===== config.mk =====
export PLATFORM = sky130hd
export DESIGN_NAME = mfcw_jobq
export DESIGN_NICKNAME = d
export VERILOG_FILES = /design/src/hw/rtl/mfcw_pkg.sv /design/src/hw/rtl/mfcw_jobq.sv
export SDC_FILE = /design/constraint.sdc
export NUM_CORES = 1
export LEC_CHECK = 0
export BUFFER_PORTS_ARGS = -buffer_cell sky130_fd_sc_hd__buf_2
export CORE_AREA = 2 2 48 50
export CTS_BUF_LIST = sky130_fd_sc_hd__clkbuf_16
export DETAILED_ROUTE_END_ITERATION = 10
export DIE_AREA = 0 0 50 52
export HOLD_SLACK_MARGIN = 0.1
export PLACE_DENSITY = 0.78
export SKIP_CTS_REPAIR_TIMING = 1
export SLEW_MARGIN = 20
export SYNTH_ARGS = -nofsm -noshare
export SYNTH_HDL_FRONTEND = slang
export SYNTH_SLANG_ARGS = --single-unit

===== constraint.sdc =====
create_clock -name aclk -period 0.8 [get_ports aclk]
set_input_delay 0.16 -clock aclk [delete_from_list [all_inputs] [get_ports aclk]]
set_output_delay 0.16 -clock aclk [all_outputs]
set_load 0.05 [all_outputs]

===== src/hw/rtl/mfcw_pkg.sv =====
// Shared types and constants of the clipped-window median filter.
package mfcw_pkg;

    localparam int PIX_W     = 8;
    localparam int POS_W     = 10;
    localparam int CFG_IDX_W = 2;
    localparam int CFG_DAT_W = 11;
    localparam int WIN_REG_W = 4;

    // Register indexes of the configuration port
    localparam logic [CFG_IDX_W-1:0] CFG_WINDOW_SIZE  = 2'd0;
    localparam logic [CFG_IDX_W-1:0] CFG_IMAGE_WIDTH  = 2'd1;
    localparam logic [CFG_IDX_W-1:0] CFG_IMAGE_HEIGHT = 2'd2;

    // Input word actions
    localparam logic ACT_PIXEL = 1'b0;
    localparam logic ACT_DRAIN = 1'b1;

    typedef struct packed {
        logic             action;
        logic [PIX_W-1:0] pixel;
    } in_word_t;

    typedef struct packed {
        logic [PIX_W-1:0] filtered;
        logic [POS_W-1:0] out_row;
        logic [POS_W-1:0] out_col;
        logic             last;
    } out_word_t;

    typedef enum logic [2:0] {
        BK_IDLE,
        BK_SETUP,
        BK_SCAN,
        BK_FINISH,
        BK_OUT
    } back_state_t;

endpackage


===== src/hw/rtl/mfcw_jobq.sv =====
// Single-entry job queue between front end and median engine.
module mfcw_jobq
    import mfcw_pkg::*;
#(
    parameter int JW = 24
) (
    input  logic          aclk,
    input  logic          aresetn,
    input  logic          push,
    input  logic [JW-1:0] push_job,
    input  logic          pop,
    output logic          full,
    output logic [JW-1:0] head_job
);

    logic          valid_reg, valid_next;
    logic [JW-1:0] job_reg, job_next;

    // Pop frees the slot, push fills it
    always_comb begin
        valid_next = valid_reg;
        job_next   = job_reg;
        if (pop) begin
            valid_next = 1'b0;
        end
        if (push) begin
            valid_next = 1'b1;
            job_next   = push_job;
        end
    end

    assign full     = valid_reg;
    assign head_job = job_reg;

    always_ff @(posedge aclk) begin
        if (!aresetn) begin
            valid_reg <= 1'b0;
        end else begin
            valid_reg <= valid_next;
        end
        job_reg <= job_next;
    end

endmodule


# == After elaboration in Yosys (flattened, before gate mapping) ==
# Cells that the tools add are included.
# op_classes
reduce_logical,1
muxes,2
# op_table
cell,count
two-way mux 1 bit,2
nonzero test 2 bit,1
# totals
input_bits,28
register_bits,25

# == Longest topological paths before layout ==
# Gate-level depths: netlist of the first run.
# depth
word_depth,2
depth_mapped,2
mapped_depth_nobuf,2

# == Least setup slack after synthesis of the first run ==
# No wires, ideal clock.
# synth_path
path_type,reg2reg
start,reg full (netlist name)
end,reg valid_reg (netlist: full)
path_slack_ps,-181
stages_incl_launch_ff,3
required_time_ps,742
arrival_ps,924
n_path_buf,0
path_cell_list,dfxtp_1 -> nor2b_4 -> o21a_1
# synth_lines
element,line,source
"end signal, assigned",mfcw_jobq.sv:39,valid_reg <= valid_next;
"end, declared",mfcw_jobq.sv:16,"logic valid_reg, valid_next;"

# == Worst setup path after layout of the first run ==
# layout_path
start,reg job_reg[0] (netlist: head_job[0])
end,out head_job[0]
# layout_lines
element,line,source
"start, declared",mfcw_jobq.sv:17,"logic [JW-1:0] job_reg, job_next;"
"start signal, assigned",mfcw_jobq.sv:41,job_reg <= job_next;
"end, declared",mfcw_jobq.sv:13,output logic [JW-1:0] head_job
# No word-level cell between the ends.

==> run_results.csv, run 1 <==
group,metric,value,unit
synth,synthDominantCellAreaShare,94.6,%
synth,synth_warnings,0,
grt,grt_max_degree,18,
sta,fmax,1010,MHz
sta,rsz0062_at_grt,"yes",
routing,antenna_left,0,
clocking,cts_max_path_buffers,2,
finish,ff_latch_area,744,um^2
sta,worst_pin_slew,0.114,ns
min_path,hp-class,"in -> reg",
floorplan,fp.dieW,50,um
critical_path,crit_cells,1,
synth,synth_most_common_cell,"edfxtp_1",
synth,avgSynthCellArea,28.2,um^2
critical_path,max_stage_delay,0.40,ns
grt,antenna_found_initial,0,
power_and_ir_drop,p_leak,0.667,nW
finish,antenna_cells,0,
power_and_ir_drop,pwr-share-clk,30.6,%
critical_path,crit_chain,"buf_6",
critical_path,critPathTopFamily,"flip-flops",
routing,wl_per_cell,12.3,um
critical_path,criticalPathCategory,"reg -> out",
finish,finalNetCount,138,
placement,gp_congestion,0.613,
placement,io_buffers,52,
placement,dp.cells,109,
critical_path,reg2reg_slack,0.09,ns
critical_path,critical_path_arrival,0.83,ns
routing,num_vias,539,
synth,synth_commonest_cells,"24 x edfxtp_1, 1 x dfxtp_1, 1 x nor2b_4, 1 x o21a_1",
critical_path,worstSetupStartpointType,"flip-flop",
synth,synth_edf_count,24,
clocking,clk_transition_reported_paths,0.06,ns
critical_path,endpoint_kind,"output port",
sta,finalWorstSetupSlack,-0.188,ns
sta,period_needed,0.988,ns
critical_path,regToRegEndpoint,"full$_SDFFE_PN0P_",
critical_path,critPathCapture,"head_job[0]",
clocking,cts-root-buf,"clkbuf_16",
clocking,cts_tree,"yes",
sta,finalMaxSlewViolations,0,
critical_path,crit_fanout,1,
critical_path,crit_slowest_cell,"edfxtp_1",
power_and_ir_drop,intPower,2.54,mW
clocking,cts_buffers,3,
synth,syn_area,762,um^2
clocking,htreeDepth,1,
synth,syn_inst,27,
sta,finalSetupTns,-3.99,ns
power_and_ir_drop,swShare,25.7,%
floorplan,die_height,52,um
finish,multi_input_area,21.3,um^2
grt,grt-ovfl-total,0,
status,status,"finished with violations",
critical_path,reg2reg_from,"full$_SDFFE_PN0P_",
finish,area.growth.synth_to_final,106,%
floorplan,coreArea,2110,um^2
grt,grt_use_total,9.96,%
floorplan,num_rows,17,
sta,hold_viol_final,0,
critical_path,worst-path-buf-inv,1,
power_and_ir_drop,vdd_drop_max,1.79,mV
synth,synth_ff_type,"edfxtp_1",
synth,synth_cell_types,4,
critical_path,worst_ep_required_time,0.64,ns
sta,fin_crit_sh,123,%
clocking,insertion_delay,0.25,ns
routing,drt_iter0_drc,0,
floorplan,ios,53,
placement,dpl-instance-area,1090,um^2
grt,grt_pass1_vias,410,
power_and_ir_drop,power.net_switching,0.878,mW
placement,place_hpwl,997,um
power_and_ir_drop,p_comb_share,22.6,%
floorplan,dieArea,2600,um^2
synth,synth_area_leaders,"edfxtp_1 95%, dfxtp_1 2.6%, nor2b_4 1.8%",
clocking,cts_sinks,25,
finish,finish.instance_area,1570,um^2
status,violations,"setup timing",
sta,relSlewSlack,92.4,%
critical_path,rr_worst_depth,2,
sta,setup_viol,35,
sta,fin_skew,0,ns
synth,ys_seq_elements,25,
flow_run,maxCapViolations,0,
floorplan,start_util,36.2,%
routing,drt-pass1-iter-count,1,
routing,avgViaCountPerCell,3.93,
routing,drt_wl_total,1680,um
finish,fill_cells,125,
critical_path,crit_start,"head_job[0]$_DFFE_PP_",
power_and_ir_drop,p_seq_share,46.7,%
finish,stdcell_count,137,
power_and_ir_drop,cellPowerDensity,2180,nW/um^2
synth,yosysTopAreaCell,"edfxtp_1",
finish,drive_gt1_share,54.1,%
synth,synthArstFlopShare,0,%
synth,ys_seq_area_share,97.2,%
routing,drc,0,
synth,synth_fp_nets,55,
grt,grt_pass1_wl,1840,um
## per-layer routing
metal | track usage (%) | part of all wire, % | up-vias
li1 | - | - | 271
met1 | 12.2 | 42 | 229
met2 | 13.6 | 48 | 37
met3 | 4.89 | 9.2 | 2
met4 | 6.94 | 0.71 | 0
met5 | 0 | 0 | -
## cell type report
| cell class | instances | area share [%] |
|---|---|---|
| Sequential cell | 25 | 47.5 |
| Timing Repair Buffer | 78 | 43.9 |
| Clock buffer | 3 | 4.79 |
| Tap cell | 28 | 2.23 |
| Multi-Input combinational cell | 2 | 1.36 |
| Clock inverter | 1 | 0.239 |
## power groups by stage
stage / Clock (mW) / Sequential, mW / Combinational (mW)
3_3_place_gp: 0 / 1.59 / 0.559
3_5_place_dp: 0 / 1.60 / 0.563
6_report: 1.05 / 1.60 / 0.774
2_1_floorplan: 0 / 1.96 / 0.00690
4_1_cts: 1.08 / 1.57 / 0.563
5_1_grt: 1.11 / 1.61 / 0.805
## state kept, by name, summed over array words and instances, names as in the netlist
register  count
head_job     24
full          1
## metrics by stage
step           power (mW)  setup WS, ns  utilization (%)  hold slack, ns
3_3_place_gp         2.15        0.0689             51.7           0.336
5_1_grt              3.52        -0.214             74.5           0.113
3_5_place_dp         2.16        0.0576             51.7           0.338
4_1_cts              3.22        -0.220             55.4          0.0744
6_report             3.42        -0.188             74.5           0.107
2_1_floorplan        1.97        0.0259                -           0.259
## worst min path at each step
stage | start | endpoint | slack (ns) | cells after the start
3_3_place_gp | push_job[10] | head_job[10]$_DFFE_PP_ | 0.34 | 1
3_5_place_dp | push_job[10] | head_job[10]$_DFFE_PP_ | 0.34 | 1
6_report | aresetn | full$_SDFFE_PN0P_ | 0.11 | 2
2_1_floorplan | push_job[0] | head_job[0]$_DFFE_PP_ | 0.26 | 0
5_1_grt | aresetn | full$_SDFFE_PN0P_ | 0.11 | 2
4_1_cts | push_job[9] | head_job[9]$_DFFE_PP_ | 0.07 | 1
## cell usage in the layout (no fill, tap or decap)
cell type      count
buf_4              1
inv_1              1
dlygate4sd3_1     24
buf_8              1
buf_12             1
buf_2             27
buf_6             24
nor2b_4            1
edfxtp_1          24
clkbuf_16          3
o21a_1             1
dfxtp_4            1
## cell families after synthesis
logic type / Yosys count / share of synthesized area [%]
AO/OA/AOI/OAI: 1 / 0.986
flip-flops: 25 / 97.2
AND/OR/NAND/NOR: 1 / 1.81
Note: power is estimated with default switching activity, not from simulation.
==> run 2, diff against run 1 <==
Settings changed: CTS_BUF_LIST sky130_fd_sc_hd__clkbuf_16 to not set.
==> run_results.csv, run 2 (synthesized netlist as in run 1, its figures left out) <==
group,metric,value,unit
critical_path,crit_fanout,1,
grt,antenna_found_initial,0,
critical_path,worstSetupStartpointType,"flip-flop",
routing,wl_per_cell,12.8,um
critical_path,crit_slowest_cell,"edfxtp_1",
finish,stdcell_count,138,
finish,largest_reg_flops,24,
routing,drt_wl_total,1760,um
critical_path,regToRegEndpoint,"full$_SDFFE_PN0P_",
routing,num_vias,554,
flow_run,maxCapViolations,0,
status,status,"finished with violations",
placement,io_buffers,52,
floorplan,coreArea,2110,um^2
routing,drt-pass1-iter-count,1,
sta,setup_viol,25,
critical_path,max_stage_delay,0.43,ns
placement,gp_congestion,0.613,
critical_path,crit_chain,"buf_6",
finish,antenna_cells,0,
finish,finalNetCount,139,
finish,final_cell_mix,"27 x buf_2, 25 x dlygate4sd3_1, 24 x edfxtp_1, 24 x buf_6, 3 x clkbuf_4",
placement,place_ws,0.0576,ns
routing,drt_iter0_drc,0,
routing,antenna_left,0,
grt,grt_use_total,9.77,%
min_path,min_delay_path_depth,3,
placement,dp.cells,109,
sta,fmax,937,MHz
power_and_ir_drop,swShare,28.8,%
sta,worst_pin_slew,0.123,ns
clocking,cts_buffers,3,
power_and_ir_drop,intPower,2.07,mW
clocking,insertion_delay,0.30,ns
clocking,htreeDepth,1,
finish,area.growth.synth_to_final,100,%
sta,rsz0062_at_grt,"yes",
status,violations,"setup timing",
critical_path,reg2reg_from,"full$_SDFFE_PN0P_",
floorplan,die_height,52,um
critical_path,crit_cells,1,
critical_path,crit_start,"head_job[0]$_DFFE_PP_",
power_and_ir_drop,pwr-share-clk,18.3,%
finish,layout_commonest_cell,"buf_2",
power_and_ir_drop,p_comb_share,26.8,%
grt,grt_pass1_vias,405,
sta,relSlewSlack,91.8,%
power_and_ir_drop,power.net_switching,0.836,mW
grt,grt_max_degree,18,
sta,fin_crit_sh,133,%
sta,finalWorstSetupSlack,-0.267,ns
floorplan,start_util,36.2,%
critical_path,reg2reg_slack,0.07,ns
power_and_ir_drop,vdd_drop_max,1.44,mV
routing,avgViaCountPerCell,4.01,
critical_path,critical_path_arrival,0.91,ns
clocking,cts-root-buf,"clkbuf_4",
floorplan,num_rows,17,
clocking,clk_transition_reported_paths,0.12,ns
finish,drive_gt1_share,53.6,%
critical_path,worst_ep_required_time,0.64,ns
floorplan,fp.dieW,50,um
clocking,cts_sinks,25,
floorplan,ios,53,
min_path,hp-class,"in -> reg",
floorplan,dieArea,2600,um^2
power_and_ir_drop,p_leak,0.644,nW
sta,fin_skew,0,ns
critical_path,rr_worst_depth,2,
routing,drc,0,
power_and_ir_drop,p_seq_share,54.8,%
critical_path,worst-path-buf-inv,1,
grt,grt_pass1_wl,1810,um
sta,period_needed,1.07,ns
critical_path,critPathCapture,"head_job[0]",
critical_path,critPathTopFamily,"flip-flops",
critical_path,endpoint_kind,"output port",
clocking,cts_tree,"yes",
grt,grt-ovfl-total,0,
critical_path,criticalPathCategory,"reg -> out",
sta,finalMaxSlewViolations,0,
placement,place_hpwl,997,um
clocking,cts_max_path_buffers,2,
power_and_ir_drop,cellPowerDensity,1910,nW/um^2
sta,hold_viol_final,0,
==> run 2: worst register-to-register path: cells and delay by family (launching register included) <==
| family | cells | cell delay, ns |
|---|---|---|
| AOI/OAI and AO/OA | 1 | 0.15 |
| DFF | 1 | 0.37 |
| and+or+nand+nor | 1 | 0.12 |
==> run 2: through the flow <==
stage,total power [mW],area (um^2),hold WS [ns],setup TNS (ns),utilization (%)
finish,2.91,1530,0.165,-5.84,72.4
global route,3.02,1530,0.158,-6.96,72.4
CTS,2.69,1110,0.00358,-7.05,52.9
detailed placement,2.16,1090,0.338,0,51.7
global placement,2.15,1090,0.336,0,51.7
floorplan,1.97,766,0.259,0,-
==> run 2: power by group through the flow <==
| stage | combinational (mW) | clock, mW | sequential, mW |
|---|---|---|---|
| floorplan | 0.00690 | 0 | 1.96 |
| global placement | 0.559 | 0 | 1.59 |
| detailed placement | 0.563 | 0 | 1.60 |
| CTS | 0.563 | 0.565 | 1.57 |
| global route | 0.810 | 0.604 | 1.61 |
| finish | 0.780 | 0.533 | 1.59 |
==> run 2: area by class of cell <==
cell class              count  area, um^2
multi-input cells           2        21.3
flip-flops and latches     25         744
clock buffers               4        26.3
fillers                   132         581
well taps                  28        35.0
repair buffers             79         698
==> run 2: worst min-delay path by stage <==
stage | startpoint | to | slack [ns]
floorplan | push_job[0] | head_job[0]$_DFFE_PP_ | 0.26
global placement | push_job[10] | head_job[10]$_DFFE_PP_ | 0.34
detailed placement | push_job[10] | head_job[10]$_DFFE_PP_ | 0.34
CTS | push_job[9] | head_job[9]$_DFFE_PP_ | 0.004
global route | pop | full$_SDFFE_PN0P_ | 0.16
finish | pop | full$_SDFFE_PN0P_ | 0.17
==> run 2: per-layer routing <==
layer / vias to the layer above / GRT usage, % / part of all wire [%]
met2: 37 / 13.8 / 52
met3: 2 / 4.02 / 8.9
met4: 0 / 6.94 / 0.34
li1: 272 / - / -
met5: - / 0 / 0
met1: 243 / 12.0 / 39
