$ cat src/hw/rtl/mfcw_pkg.sv
// Shared types and constants of the clipped-window median filter.
package mfcw_pkg;

    localparam int PIX_W     = 8;
    localparam int POS_W     = 10;
    localparam int CFG_IDX_W = 2;
    localparam int CFG_DAT_W = 11;
    localparam int WIN_REG_W = 4;

    // Register indexes of the configuration port
    localparam logic [CFG_IDX_W-1:0] CFG_WINDOW_SIZE  = 2'd0;
    localparam logic [CFG_IDX_W-1:0] CFG_IMAGE_WIDTH  = 2'd1;
    localparam logic [CFG_IDX_W-1:0] CFG_IMAGE_HEIGHT = 2'd2;

    // Input word actions
    localparam logic ACT_PIXEL = 1'b0;
    localparam logic ACT_DRAIN = 1'b1;

    typedef struct packed {
        logic             action;
        logic [PIX_W-1:0] pixel;
    } in_word_t;

    typedef struct packed {
        logic [PIX_W-1:0] filtered;
        logic [POS_W-1:0] out_row;
        logic [POS_W-1:0] out_col;
        logic             last;
    } out_word_t;

    typedef enum logic [2:0] {
        BK_IDLE,
        BK_SETUP,
        BK_SCAN,
        BK_FINISH,
        BK_OUT
    } back_state_t;

endpackage

$ cat src/hw/rtl/mfcw_front.sv
// Front end: takes words, writes the line store and issues output jobs.
module mfcw_front
    import mfcw_pkg::*;
#(
    parameter int MAX_WIDTH  = 1024,
    parameter int MAX_HEIGHT = 1024,
    parameter int MAX_WINDOW = 11,
    localparam int RING  = MAX_WINDOW + 1,
    localparam int CW    = $clog2(MAX_WIDTH),
    localparam int RW    = $clog2(MAX_HEIGHT),
    localparam int RRW   = $clog2(RING),
    localparam int EW    = $clog2(MAX_WIDTH + 1),
    localparam int EHW   = $clog2(MAX_HEIGHT + 1),
    localparam int HMAX  = (MAX_WINDOW - 1) / 2,
    localparam int LW    = $clog2(HMAX * MAX_WIDTH + HMAX + 1),
    localparam int AW    = $clog2(RING * MAX_WIDTH),
    localparam int JW    = RW + CW + RRW + 1
) (
    input  logic             aclk,
    input  logic             aresetn,
    input  logic             restart,
    input  logic [EW-1:0]    eff_w,
    input  logic [EHW-1:0]   eff_hgt,
    input  logic [LW-1:0]    lag,
    input  logic             back_busy,
    input  logic             s_valid,
    output logic             s_ready,
    input  in_word_t         s_data,
    output logic             wr_en,
    output logic [AW-1:0]    wr_addr,
    output logic [PIX_W-1:0] wr_data,
    input  logic             q_full,
    output logic             q_push,
    output logic [JW-1:0]    q_job
);

    localparam logic [AW-1:0]  STRIDE   = AW'(MAX_WIDTH);
    localparam logic [RRW-1:0] RING_TOP = RRW'(RING - 1);

    logic [RW-1:0]  in_row_reg, in_row_next;
    logic [CW-1:0]  in_col_reg, in_col_next;
    logic [RRW-1:0] in_ring_reg, in_ring_next;
    logic [RW-1:0]  em_row_reg, em_row_next;
    logic [CW-1:0]  em_col_reg, em_col_next;
    logic [RRW-1:0] em_ring_reg, em_ring_next;
    logic [LW-1:0]  pend_reg, pend_next;
    logic           draining_reg, draining_next;
    logic           frame_start, accept, emit;
    logic           in_col_end, in_row_end, em_col_end, em_row_end;

    assign frame_start = !draining_reg && (in_row_reg == '0) && (in_col_reg == '0);
    assign s_ready     = !q_full && !(frame_start && back_busy);
    assign accept      = s_valid && s_ready;

    assign in_col_end = (EW'(in_col_reg) == eff_w - EW'(1));
    assign in_row_end = (EHW'(in_row_reg) == eff_hgt - EHW'(1));
    assign em_col_end = (EW'(em_col_reg) == eff_w - EW'(1));
    assign em_row_end = (EHW'(em_row_reg) == eff_hgt - EHW'(1));

    assign wr_addr = AW'(in_ring_reg) * STRIDE + AW'(in_col_reg);
    assign wr_data = s_data.pixel;
    assign q_job   = {em_row_reg, em_col_reg, em_ring_reg, em_row_end && em_col_end};

    // Counter updates per accepted word; restart clears them all
    always_comb begin
        in_row_next   = in_row_reg;
        in_col_next   = in_col_reg;
        in_ring_next  = in_ring_reg;
        em_row_next   = em_row_reg;
        em_col_next   = em_col_reg;
        em_ring_next  = em_ring_reg;
        pend_next     = pend_reg;
        draining_next = draining_reg;
        wr_en         = 1'b0;
        emit          = 1'b0;
        if (restart) begin
            in_row_next   = '0;
            in_col_next   = '0;
            in_ring_next  = '0;
            em_row_next   = '0;
            em_col_next   = '0;
            em_ring_next  = '0;
            pend_next     = '0;
            draining_next = 1'b0;
        end else if (accept) begin
            if (draining_reg) begin
                emit      = 1'b1;
                pend_next = pend_reg - LW'(1);
            end else if (s_data.action == ACT_PIXEL) begin
                wr_en = 1'b1;
                emit  = (pend_reg >= lag);
                if (!emit) begin
                    pend_next = pend_reg + LW'(1);
                end
                if (in_col_end) begin
                    in_col_next  = '0;
                    in_ring_next = (in_ring_reg == RING_TOP) ? '0 : in_ring_reg + RRW'(1);
                    if (in_row_end) begin
                        in_row_next   = '0;
                        draining_next = 1'b1;
                    end else begin
                        in_row_next = in_row_reg + RW'(1);
                    end
                end else begin
                    in_col_next = in_col_reg + CW'(1);
                end
            end
            if (emit) begin
                if (em_col_end) begin
                    em_col_next  = '0;
                    em_ring_next = (em_ring_reg == RING_TOP) ? '0 : em_ring_reg + RRW'(1);
                    if (em_row_end) begin
                        em_row_next   = '0;
                        draining_next = 1'b0;
                    end else begin
                        em_row_next = em_row_reg + RW'(1);
                    end
                end else begin
                    em_col_next = em_col_reg + CW'(1);
                end
            end
        end
    end

    assign q_push = emit;

    always_ff @(posedge aclk) begin
        if (!aresetn) begin
            in_row_reg   <= '0;
            in_col_reg   <= '0;
            in_ring_reg  <= '0;
            em_row_reg   <= '0;
            em_col_reg   <= '0;
            em_ring_reg  <= '0;
            pend_reg     <= '0;
            draining_reg <= 1'b0;
        end else begin
            in_row_reg   <= in_row_next;
            in_col_reg   <= in_col_next;
            in_ring_reg  <= in_ring_next;
            em_row_reg   <= em_row_next;
            em_col_reg   <= em_col_next;
            em_ring_reg  <= em_ring_next;
            pend_reg     <= pend_next;
            draining_reg <= draining_next;
        end
    end

endmodule

$ cat config.mk
export PLATFORM = sky130hd
export DESIGN_NAME = mfcw_front
export DESIGN_NICKNAME = d
export VERILOG_FILES = /design/src/hw/rtl/mfcw_pkg.sv /design/src/hw/rtl/mfcw_front.sv
export SDC_FILE = /design/constraint.sdc
export NUM_CORES = 1
export LEC_CHECK = 0
export BUFFER_PORTS_ARGS = -buffer_cell sky130_fd_sc_hd__buf_2
export CORE_ASPECT_RATIO = 2
export CORE_MARGIN = 4
export CORE_UTILIZATION = 57
export CTS_CLUSTER_SIZE = 16
export DETAILED_ROUTE_END_ITERATION = 8
export GPL_ROUTABILITY_DRIVEN = 0
export GPL_TIMING_DRIVEN = 1
export PLACE_DENSITY = 0.82
export SYNTH_ARGS = -nofsm -noshare
export SYNTH_HDL_FRONTEND = slang
export SYNTH_SLANG_ARGS = --single-unit
$ cat constraint.sdc
create_clock -name aclk -period 3.9 [get_ports aclk]
set_clock_uncertainty 0.2 [all_clocks]
set_input_delay 0.195 -clock aclk [delete_from_list [all_inputs] [get_ports aclk]]
set_output_delay 0.195 -clock aclk [all_outputs]
set_load 0.01 [all_outputs]
### Word-level counts from Yosys, hierarchy flattened

Index checks and enable logic that the tools add are counted.
Widths: inputs -> output; s select.

| storage, ports and cells | value |
|---|---|
| register bits after elaboration | 62 |
| word-level logic and storage cells | 74 |
| output and inout port bits | 50 |
| bits of input ports | 50 |

| cells by class | value |
|---|---|
| order comparisons | 1 |
| $add $sub $neg | 11 |
| bitwise operators | 3 |
| reduce and logical (&&, ||, !) cells | 17 |
| muxes and demuxes | 26 |
| equality and inequality tests | 8 |

Operators with widths:

| operator | number |
|---|---|
| $eq 10x11->1 | 4 |
| $add 10x1->10 const B | 4 |
| $mux 10 | 4 |
| $mux 13 | 3 |
| $sub 11x1->11 const B | 2 |
| $logic_not 10->1 | 2 |
| $mux 1 | 17 |
| $add 14x10->14 | 1 |
| $add 13x1->13 const B | 1 |
| $ge 13x13->1 | 1 |
| $sub 13x1->13 const B | 1 |
| $reduce_and 3->1 | 3 |
| $add 4x1->4 const B | 2 |
| $eq 4x4->1 const B | 2 |
| $mux 4 | 2 |
| $logic_and 1x1->1 | 6 |
| $reduce_and 4->1 | 1 |
| $logic_not 1->1 | 3 |
| $not 1->1 | 3 |
| $ne 2x1->1 const B | 1 |
| $ne 2x2->1 const B | 1 |
| $reduce_and 2->1 | 1 |
| $reduce_or 2->1 | 1 |

### Longest topological paths before layout

Gate-level depths: netlist of run 1.

| depth | value |
|---|---|
| depth after elaboration | 11 |
| depth in mapped cells | 14 |
| gate-level depth less buffers | 10 |

### Worst setup path after synthesis of run 1

Ideal clock, no wire load.

| timing path | value |
|---|---|
| kind | input-to-reg |
| from | in eff_hgt[0] |
| to | reg em_row_reg[2] |
| buffers on the path | 2 |
| data required time | 3.573 ns |
| setup time | 0.127 ns |
| stages | 12 |
| slack | 0.626 ns |
| arrival | 2.947 ns |
| path through | clkbuf_1 -> inv_1 -> ha_1 -> nand2b_1 -> or4_4 -> and3_4 -> or4_4 -> or4_4 -> buf_6 -> and2_4 -> o21ai_2 -> a21oi_1 |

| on the way | value |
|---|---|
| longest elaborated chain between the ends | 3 |

RTL lines:

| what | RTL line | source |
|---|---|---|
| start: declaration | mfcw_front.sv:23 | `input logic [EHW-1:0] eff_hgt,` |
| $sub 11x1->11 | mfcw_front.sv:58 | `assign em_row_end = (EHW'(em_row_reg) == eff_hgt - EHW'(1));` |
| $eq 10x11->1 | mfcw_front.sv:58 |  |
| $mux 10 | mfcw_front.sv:112 | `if (em_row_end) begin` |
| end signal: assignment | mfcw_front.sv:141 | `em_row_reg <= em_row_next;` |
| end: declaration | mfcw_front.sv:43 | `logic [RW-1:0] em_row_reg, em_row_next;` |

Every way passes these cells.
A chain may end at the register's enable or synchronous reset.

### Worst setup path after layout of run 1

| timing path | value |
|---|---|
| from | in eff_hgt[0] |
| to | out q_job[0] |

| on the way | value |
|---|---|
| longest elaborated chain between the ends | 3 |

RTL lines:

| what | RTL line | source |
|---|---|---|
| $sub 11x1->11 | mfcw_front.sv:58 |  |
| $eq 10x11->1 | mfcw_front.sv:58 |  |
| $logic_and 1x1->1 | mfcw_front.sv:62 | `assign q_job = {em_row_reg, em_col_reg, em_ring_reg, em_row_end && em_col_end};` |
| end: declaration | mfcw_front.sv:34 | `output logic [JW-1:0] q_job` |

Every way passes these cells.

==> flow_summary.ini, run 1 <==
[layout]
areaGrowthSynthToFinish_pct = 13.0
fillers = 724
num_antenna_cells = 0
largest_reg_flops = 13
drive_gt1_share_pct = 16.8
final_net_count = 801

[pwr]
irDropWorstVdd_mv = 0.212
sequentialPowerShare_pct = 41.1
p_total_mw = 1.54
p_leak_nw = 2.36
clockPowerShare_pct = 48.7
power_switching_mw = 0.413
p_int_mw = 1.13
combPwrFrac_pct = 10.2
netSwitchingFraction_pct = 26.8
powerDensity_nw_per_um2 = 268

[global_route]
grt_pass1_wl_um = 22500
antenna_found_initial = 0
grt_pass1_vias = 4985
grt_max_degree = 36
grt-ovfl-total = 0
grtUsageTotal_pct = 26.4

[yosys]
synth_area_um2 = 5100
avgSynthCellArea_um2 = 7.80
netlist_instances = 654
synth.distinct_cells = 68
synth_edf_count = 0
ys_seq_area_share_pct = 24.3
async_reset_ff_share_pct = 0
ys_ff_latch = 62
synth_nets = 739
yosysWarnings = 0
synthFlopType = dfxtp_1

[worst_setup_path]
r2r-end = em_row_reg[9]
worstSetupPathType = in2out
rr_startpoint = draining_reg
crit_end = q_job[0]
critPathMaxFanout = 9
cp-end-kind = primary output
crit_arrival_ns = 2.99
r2r_slack_ns = 0.70
startpoint = eff_hgt[0]
start_kind = primary input
cp.required_ns = 3.50
r2r_cells = 10

[cts]
ctsLongestPathBuffers = 2
cts_root_buffer = clkbuf_16
cts.sinks = 62
clock_latency_ns = 0.34
htreeDepth = 3
clk_pin_slew_ns = 0.06
cts_buffers = 9
post_cts_buffers = 0
cts_tree = done
cts_hold_buffers = 0
cts-resized-gates = 0

[timing]
finalMaxSlewViolations = 0
max_slew_margin_pct = 46.4
tightest_slew_ns = 0.803
max_freq_mhz = 296
setup_violations = 0
finalCriticalPeriod_ns = 3.38
grt_setup_unrepaired = no
hold_violations = 0
finalSetupTns_ns = 0
fin_crit_sh_pct = 86.8

[die]
rows = 48
ioPinCount = 100
die_h_um = 142
fp.dieW_um = 74.9
coreArea_um2 = 8710
die-area_um2 = 10600
start_util_pct = 58.5

[drt]
dr.pass1.iters = 5
route.met3.wl_um = 664
postRouteAntennaNets = 0
drt_iter0_markers = 298
drc = 0
vias = 5087
route.met2.wl_um = 7390
highest_layer = met4
via_per_inst = 6.20
routedWlPerCell_um = 16.7
drt-met1-wl_um = 5170
finalWirelength_um = 13700

[placed_design]
portBuffers = 83
hpwlAfterDp_um = 10400

[worst_hold_path]
hold_depth = 4
hold_class = in2reg

[flow_run]
cap_viol_max_count = 0

[run_status]
outcome = completed
worst min-delay path by stage:
stage	from	endpoint
final	restart	pend_reg[11]
after global routing	restart	pend_reg[11]
after CTS	restart	pend_reg[11]
after detailed placement	s_data[2]	wr_data[2]
after global placement	s_data[2]	wr_data[2]
after floorplan	restart	q_push
routing by layer:
metal / up-vias / track usage, %
met5: - / 0
met4: 0 / 13.1
met3: 45 / 5.18
met2: 174 / 47.3
met1: 2404 / 28.1
li1: 2464 / -
critical path, stage by stage:
cell and delay [ns]:
buf_2 0.16, inv_1 0.08, ha_1 0.27, nand2b_1 0.18, or4_4 0.56, and3_4 0.19, or4_4 0.51, or4_4 0.57
nor2_1 0.13, buf_2 0.14
cells by family after synthesis:
logic type                 share of synthesized area (%)
AOI/OAI and AO/OA                                   16.1
xor gates and xnor gates                            12.6
adders and majority gates                           8.74
buffers and inverters                               6.26
DFF                                                 24.3
muxes                                               2.55
and+or+nand+nor                                     29.4
synthesized netlist by cell type (all sizes together) (2+ instances only):
library cell	n	area, um^2
a2111oi	2	17.5
a211o	2	17.5
a211oi	6	45.0
a21o	3	22.5
a21oi	37	185
a31oi	9	56.3
and2	5	33.8
and3	20	130
and4	2	17.5
buf	15	113
clkbuf	23	86.3
dfxtp	62	1240
ha	34	425
inv	32	120
mux2i	13	130
nand2	38	143
nand2b	5	31.3
nand3	22	110
nand4	8	50.1
nor2	76	285
nor2b	11	68.8
nor3	17	85.1
nor3b	4	30.0
nor4	12	75.1
nor4b	5	43.8
o2111ai	2	17.5
o211ai	4	30.0
o21a	8	60.1
o21ai	33	180
o21bai	2	15.0
o22ai	2	12.5
o31a	2	17.5
o31ai	8	60.1
or2	7	43.8
or3	11	70.1
or3b	7	61.3
or4	16	131
or4b	5	50.1
xnor2	39	342
xnor3	2	46.3
xor2	29	254
power by group through the flow:
stage               Sequential, mW  Combinational [mW]  Clock (mW)
floorplan                    0.648               0.110           0
global placement             0.648               0.149           0
detailed placement           0.648               0.153           0
CTS                          0.634               0.155       0.756
global route                 0.634               0.173       0.789
finish                       0.635               0.157       0.751
final cells by class:
cell class	instances	area, um^2	share of cell area [%]
clock inverter	7	50.0	0.869
clock buffer	9	225	3.91
inverter	32	120	2.09
sequential	62	1240	21.5
multi-input combinational	522	3540	61.4
timing repair buffer	89	460	7.99
tap	100	125	2.17
placed cells by master (no fill, tap or decap), types with 25 or more instances in the layout:
cell type and instances:
dfxtp_1 62, a21oi_1 37, buf_2 83, nand2_1 38
xor2_1 29, nor2_1 76, xnor2_1 39, inv_1 32
o21ai_0 25, ha_1 34
per-stage QoR:
stage          utilization, %  hold WS (ns)  instances  setup WS [ns]  cell area (um^2)
2_1_floorplan               -         0.236        654          0.626              5100
3_3_place_gp             63.0         0.190        805          0.587              5490
3_5_place_dp             63.0         0.190        805          0.491              5490
4_1_cts                  66.1         0.145        821          0.533              5760
5_1_grt                  66.1         0.181        821          0.379              5760
6_report                 66.1         0.157        821          0.516              5760
Note: power is estimated with default switching activity, not from simulation.
==> run 2: changes to the inputs <==
Settings changed: ABC_AREA from default to 1, CORE_UTILIZATION 57 to 58.
==> flow_summary.ini, run 2 <==
[worst_hold_path]
min_from = s_valid
hold_class = in2reg
hold_depth = 5

[timing]
fin_crit_sh_pct = 73.4
finalMaxSlewViolations = 0
finalCriticalPeriod_ns = 2.86
max_freq_mhz = 349
finalSetupTns_ns = 0
max_slew_margin_pct = 37.3
hold_violations = 0
tightest_slew_ns = 0.941
grt_setup_unrepaired = no
setup_violations = 0

[yosys]
synth_nets = 1065
synth_commonest_cells = nand2_1 (268), inv_1 (133), nor2_1 (125), nand3_1 (115), dfxtp_1 (62)
ys_ff_latch = 62
yosysTopAreaCellShare_pct = 21.4
synth.most_common_cell = nand2_1
synth_area_leaders = dfxtp_1 (21%), nand2_1 (17%), nand3_1 (9.9%), inv_1 (8.6%), nor2_1 (8.1%)
synth_top_area_cell = dfxtp_1
netlist_instances = 980
synth.distinct_cells = 36
synthFlopType = dfxtp_1
avgSynthCellArea_um2 = 5.91
ys_seq_area_share_pct = 21.4
synth_area_um2 = 5790
synth_edf_count = 0
async_reset_ff_share_pct = 0
yosysWarnings = 0

[pwr]
p_total_mw = 1.60
irDropWorstVdd_mv = 0.218
p_leak_nw = 3.26
powerDensity_nw_per_um2 = 244

[drt]
dr.pass1.iters = 6
vias = 6586
via_per_inst = 5.53
postRouteAntennaNets = 0
drt_iter0_markers = 298
routedWlPerCell_um = 15.2
drc = 0
finalWirelength_um = 18100

[layout]
fillers = 956
drive_gt1_share_pct = 14.6
regArea_um2 = 1240
num_antenna_cells = 0
layout_common_cells = nand2_1 (268), inv_1 (133), nor2_1 (124), nand3_1 (115), buf_2 (83)
largest_reg_flops = 13
multi_input_area_um2 = 3890
areaGrowthSynthToFinish_pct = 12.7
final_net_count = 1138
final_common_cell = nand2_1

[worst_setup_path]
cp-end-kind = flip-flop
crit_end = pend_reg[12]
rr_startpoint = draining_reg
r2r_slack_ns = 1.04
r2r-end = pend_reg[12]
worstSetupPathType = reg2reg
crit_arrival_ns = 2.91
critPathMaxFanout = 16
r2r_cells = 13
start_kind = flip-flop
cp.required_ns = 3.94
startpoint = draining_reg

[die]
start_util_pct = 59.3
ioPinCount = 100
die_h_um = 149
coreArea_um2 = 9760
rows = 51
die-area_um2 = 11700
fp.dieW_um = 78.7

[cts]
ctsLongestPathBuffers = 2
cts-resized-gates = 0
cts_hold_buffers = 0
cts_root_buffer = clkbuf_16
clk_pin_slew_ns = 0.06
htreeDepth = 3
cts.sinks = 62
cts_tree = done
clock_latency_ns = 0.33
cts_buffers = 9
post_cts_buffers = 0

[placed_design]
portBuffers = 83
hpwlAfterDp_um = 14300

[global_route]
grtUsageTotal_pct = 31.6
grt-ovfl-total = 0
grt_pass1_wl_um = 29000
antenna_found_initial = 0
grt_pass1_vias = 6389
grt_max_degree = 29

[run_status]
outcome = completed

[flow_run]
cap_viol_max_count = 0
[run 2: cell count changes after synthesis, moves of 19 or more]
cell     change
nand2_1    +230
inv_1      +101
nand3_1     +93
nor2_1      +49
xnor2_1     -30
and3_1      -19
[run 2: critical path, cell delays in order, from the launching register on]
cell and delay, ns:
dfxtp_1 0.31, buf_4 0.24, inv_1 0.16, fa_1 0.43, inv_1 0.07, nand3_1 0.05, nand2_1 0.13, a21oi_1 0.13
o21ai_0 0.40, nand3_1 0.17, a21o_1 0.20, nand2_1 0.05, nand2_1 0.05, a21oi_1 0.18
[run 2: worst min-delay path by stage]
stage                               end  slack, ns
final                     em_row_reg[8]       0.11
after global routing      em_row_reg[8]       0.15
after CTS                 em_row_reg[8]       0.10
after detailed placement     wr_data[2]       0.19
after global placement       wr_data[2]       0.19
after floorplan             pend_reg[0]       0.22
[run 2: per-stage QoR]
step | cell area (um^2) | setup WS [ns] | hold WS [ns] | instances | utilization [%]
finish | 6530 | 1.04 | 0.106 | 1190 | 66.9
global placement | 6250 | 1.12 | 0.190 | 1174 | 64.1
floorplan | 5790 | 1.46 | 0.223 | 980 | -
global route | 6530 | 0.743 | 0.152 | 1190 | 66.9
CTS | 6530 | 1.04 | 0.101 | 1190 | 66.9
detailed placement | 6250 | 1.07 | 0.190 | 1174 | 64.1
[run 2: final cells by class]
| type | instances | share of cell area, % |
|---|---|---|
| Multi-Input combinational cell | 756 | 59.6 |
| Sequential cell | 62 | 19.0 |
| Inverter | 138 | 7.95 |
| Timing Repair Buffer | 86 | 6.71 |
| Clock buffer | 10 | 3.66 |
| Tap cell | 132 | 2.53 |
| Clock inverter | 6 | 0.575 |
[run 2: cells by family (layout without fill, tap and decap cells)]
kind of cell	Yosys count	count (layout)	share of synthesized area, %
AO/OA/AOI/OAI	106	106	10.0
XOR/XNOR	31	31	4.82
buffers and inverters	162	240	11.4
adder cells (fa/ha/maj)	35	35	7.69
flip-flops	62	62	21.4
AND/OR/NAND/NOR	584	584	44.6
[run 2: per-layer routing]
metal	global-route usage, %	up-vias	wire length, um
met5	0	-	0
met4	22.9	0	1330
met3	6.23	95	965
met2	60.2	247	9810
met1	28.4	2967	5960
li1	-	3277	-
[run 2: power by group]
group / switching, mW / total (mW) / internal [mW]
clock: 0.303 / 0.746 / 0.443
combinational: 0.142 / 0.212 / 0.0693
sequential: 0.00193 / 0.637 / 0.636
total: 0.447 / 1.60 / 1.15
==> run 3: changes to the inputs <==
Settings changed: ABC_AREA 1 to 0, CORE_UTILIZATION 58 to 57.
Clock period 3.9 ns to 2.7 ns, I/O delays scaled along.
==> flow_summary.ini, run 3 (synthesized netlist as in run 1, its figures left out) <==
[die]
rows = 48
start_util_pct = 58.5
coreArea_um2 = 8710
die_h_um = 142
fp.dieW_um = 74.9
die-area_um2 = 10600
ioPinCount = 100

[timing]
finalCriticalPeriod_ns = 2.98
fin_crit_sh_pct = 110
setup_violations = 35
fin_ws_ns = -0.280
finalSetupTns_ns = -5.34
max_freq_mhz = 336
hold_violations = 0
grt_setup_unrepaired = yes
tightest_slew_ns = 0.702
finalMaxSlewViolations = 0
max_slew_margin_pct = 52.8

[global_route]
grtUsageTotal_pct = 36.9
grt-ovfl-total = 0
grt_pass1_vias = 6404
grt_pass1_wl_um = 30200
grt_max_degree = 36
antenna_found_initial = 1

[worst_setup_path]
critPathMaxFanout = 6
cp.required_ns = 2.37
crit_arrival_ns = 2.65
r2r_slack_ns = -0.26
cp-end-kind = primary output
rr_startpoint = in_row_reg[4]
start_kind = flip-flop
r2r-end = em_col_reg[0]
r2r_cells = 12
worstSetupPathType = reg2out

[cts]
cts_buffers = 9
clock_latency_ns = 0.36
cts_root_buffer = clkbuf_16
ctsLongestPathBuffers = 2
htreeDepth = 3
cts.sinks = 62
cts_hold_buffers = 0
clk_pin_slew_ns = 0.07
cts_tree = done

[layout]
final_common_cell = buf_4
drive_gt1_share_pct = 40.9
fillers = 420
num_antenna_cells = 0
largest_reg_flops = 13
layout_common_cells = buf_4 (113), buf_2 (78), nor2_1 (74), dfxtp_1 (45), xnor2_1 (35)
post-route-util_pct = 85.2
areaGrowthSynthToFinish_pct = 45.4
final_net_count = 926

[drt]
drt_iter0_markers = 685
dr.pass1.iters = 6
routedWlPerCell_um = 23.1
vias = 6496
finalWirelength_um = 21800
via_per_inst = 6.87
postRouteAntennaNets = 0
drc = 0

[pwr]
irDropWorstVdd_mv = 0.339
p_total_mw = 2.54
p_leak_nw = 3.15
powerDensity_nw_per_um2 = 343

[run_status]
violations = setup timing
outcome = finished with violations

[placed_design]
portBuffers = 83
hpwlAfterDp_um = 12200

[worst_hold_path]
hold_depth = 0
min_from = s_data[5]
hold_class = in2out
min_to = wr_data[5]

[flow_run]
cap_viol_max_count = 0
run 3: cell types whose count changed in the layout (fill, tap and decap cells not counted), sizes merged, moves of 30 or more:
cell   previous run  this run
nor2            138        76
xnor2             9        39
nand2           285        38
inv             137        32
buf              86       211
nand3           118        22
run 3: cell type report:
type / count / area (um^2) / area share (%)
multi-input cells: 524 / 4080 / 55.0
repair buffers: 212 / 1510 / 20.4
flip-flops and latches: 62 / 1260 / 17.1
clock buffers: 11 / 253 / 3.41
well taps: 100 / 125 / 1.69
inverters: 32 / 123 / 1.65
clock inverters: 5 / 57.6 / 0.776
run 3: worst max-delay path, cell delays in order, from the launching register on:
cell and delay, ns:
dfxtp_1 0.39, nor4_2 0.63, nand3_2 0.22, o21ai_1 0.28, or2_2 0.19, o31ai_2 0.07, buf_6 0.15, buf_8 0.13
nor2b_4 0.12, buf_6 0.11
run 3: stage by stage:
stage	std cells	cell area [um^2]	hold WS, ns	setup WS [ns]
6_report	946	7420	0.0700	-0.280
5_1_grt	946	7420	0.0700	-0.323
4_1_cts	932	6990	0.0701	-0.185
3_5_place_dp	907	6330	0.0701	-0.561
3_3_place_gp	907	6330	0.0701	-0.480
2_1_floorplan	654	5230	0.116	-0.406
run 3: how the worst max path moves through the flow:
stage | depth (start not counted) | start | endpoint
2_1_floorplan | 11 | eff_hgt[3] | em_row_reg[2]
3_3_place_gp | 9 | eff_hgt[1] | em_row_reg[8]
3_5_place_dp | 13 | eff_hgt[1] | em_row_reg[4]
4_1_cts | 8 | eff_hgt[6] | q_job[0]
5_1_grt | 13 | eff_hgt[1] | em_row_reg[6]
6_report | 9 | in_row_reg[4] | q_push
run 3: repair_timing:
| action | in CTS | in global routing |
|---|---|---|
| endpoints found under the setup margin | 31 | 50 |
| gates resized for setup | 62 | 68 |
| pin swaps | 25 | 30 |
| buffers inserted | 9 | 11 |
| gates cloned | 0 | 3 |
| hold endpoints to repair | 0 | 0 |
run 3: metal layers:
layer | wire, um | share of wire (%) | track usage (%) | vias to the layer above
met1 | 6970 | 32 | 35.5 | 3029
met2 | 10800 | 49 | 62.6 | 532
met3 | 2020 | 9.3 | 13.1 | 213
met4 | 2030 | 9.3 | 25.2 | 2
met5 | 13 | 0.060 | 2.12 | -
li1 | - | - | - | 2720
run 3: report_power, final:
group	internal, mW	switching, mW	total (mW)
clock	0.764	0.494	1.26
combinational	0.171	0.200	0.371
sequential	0.914	0.000763	0.915
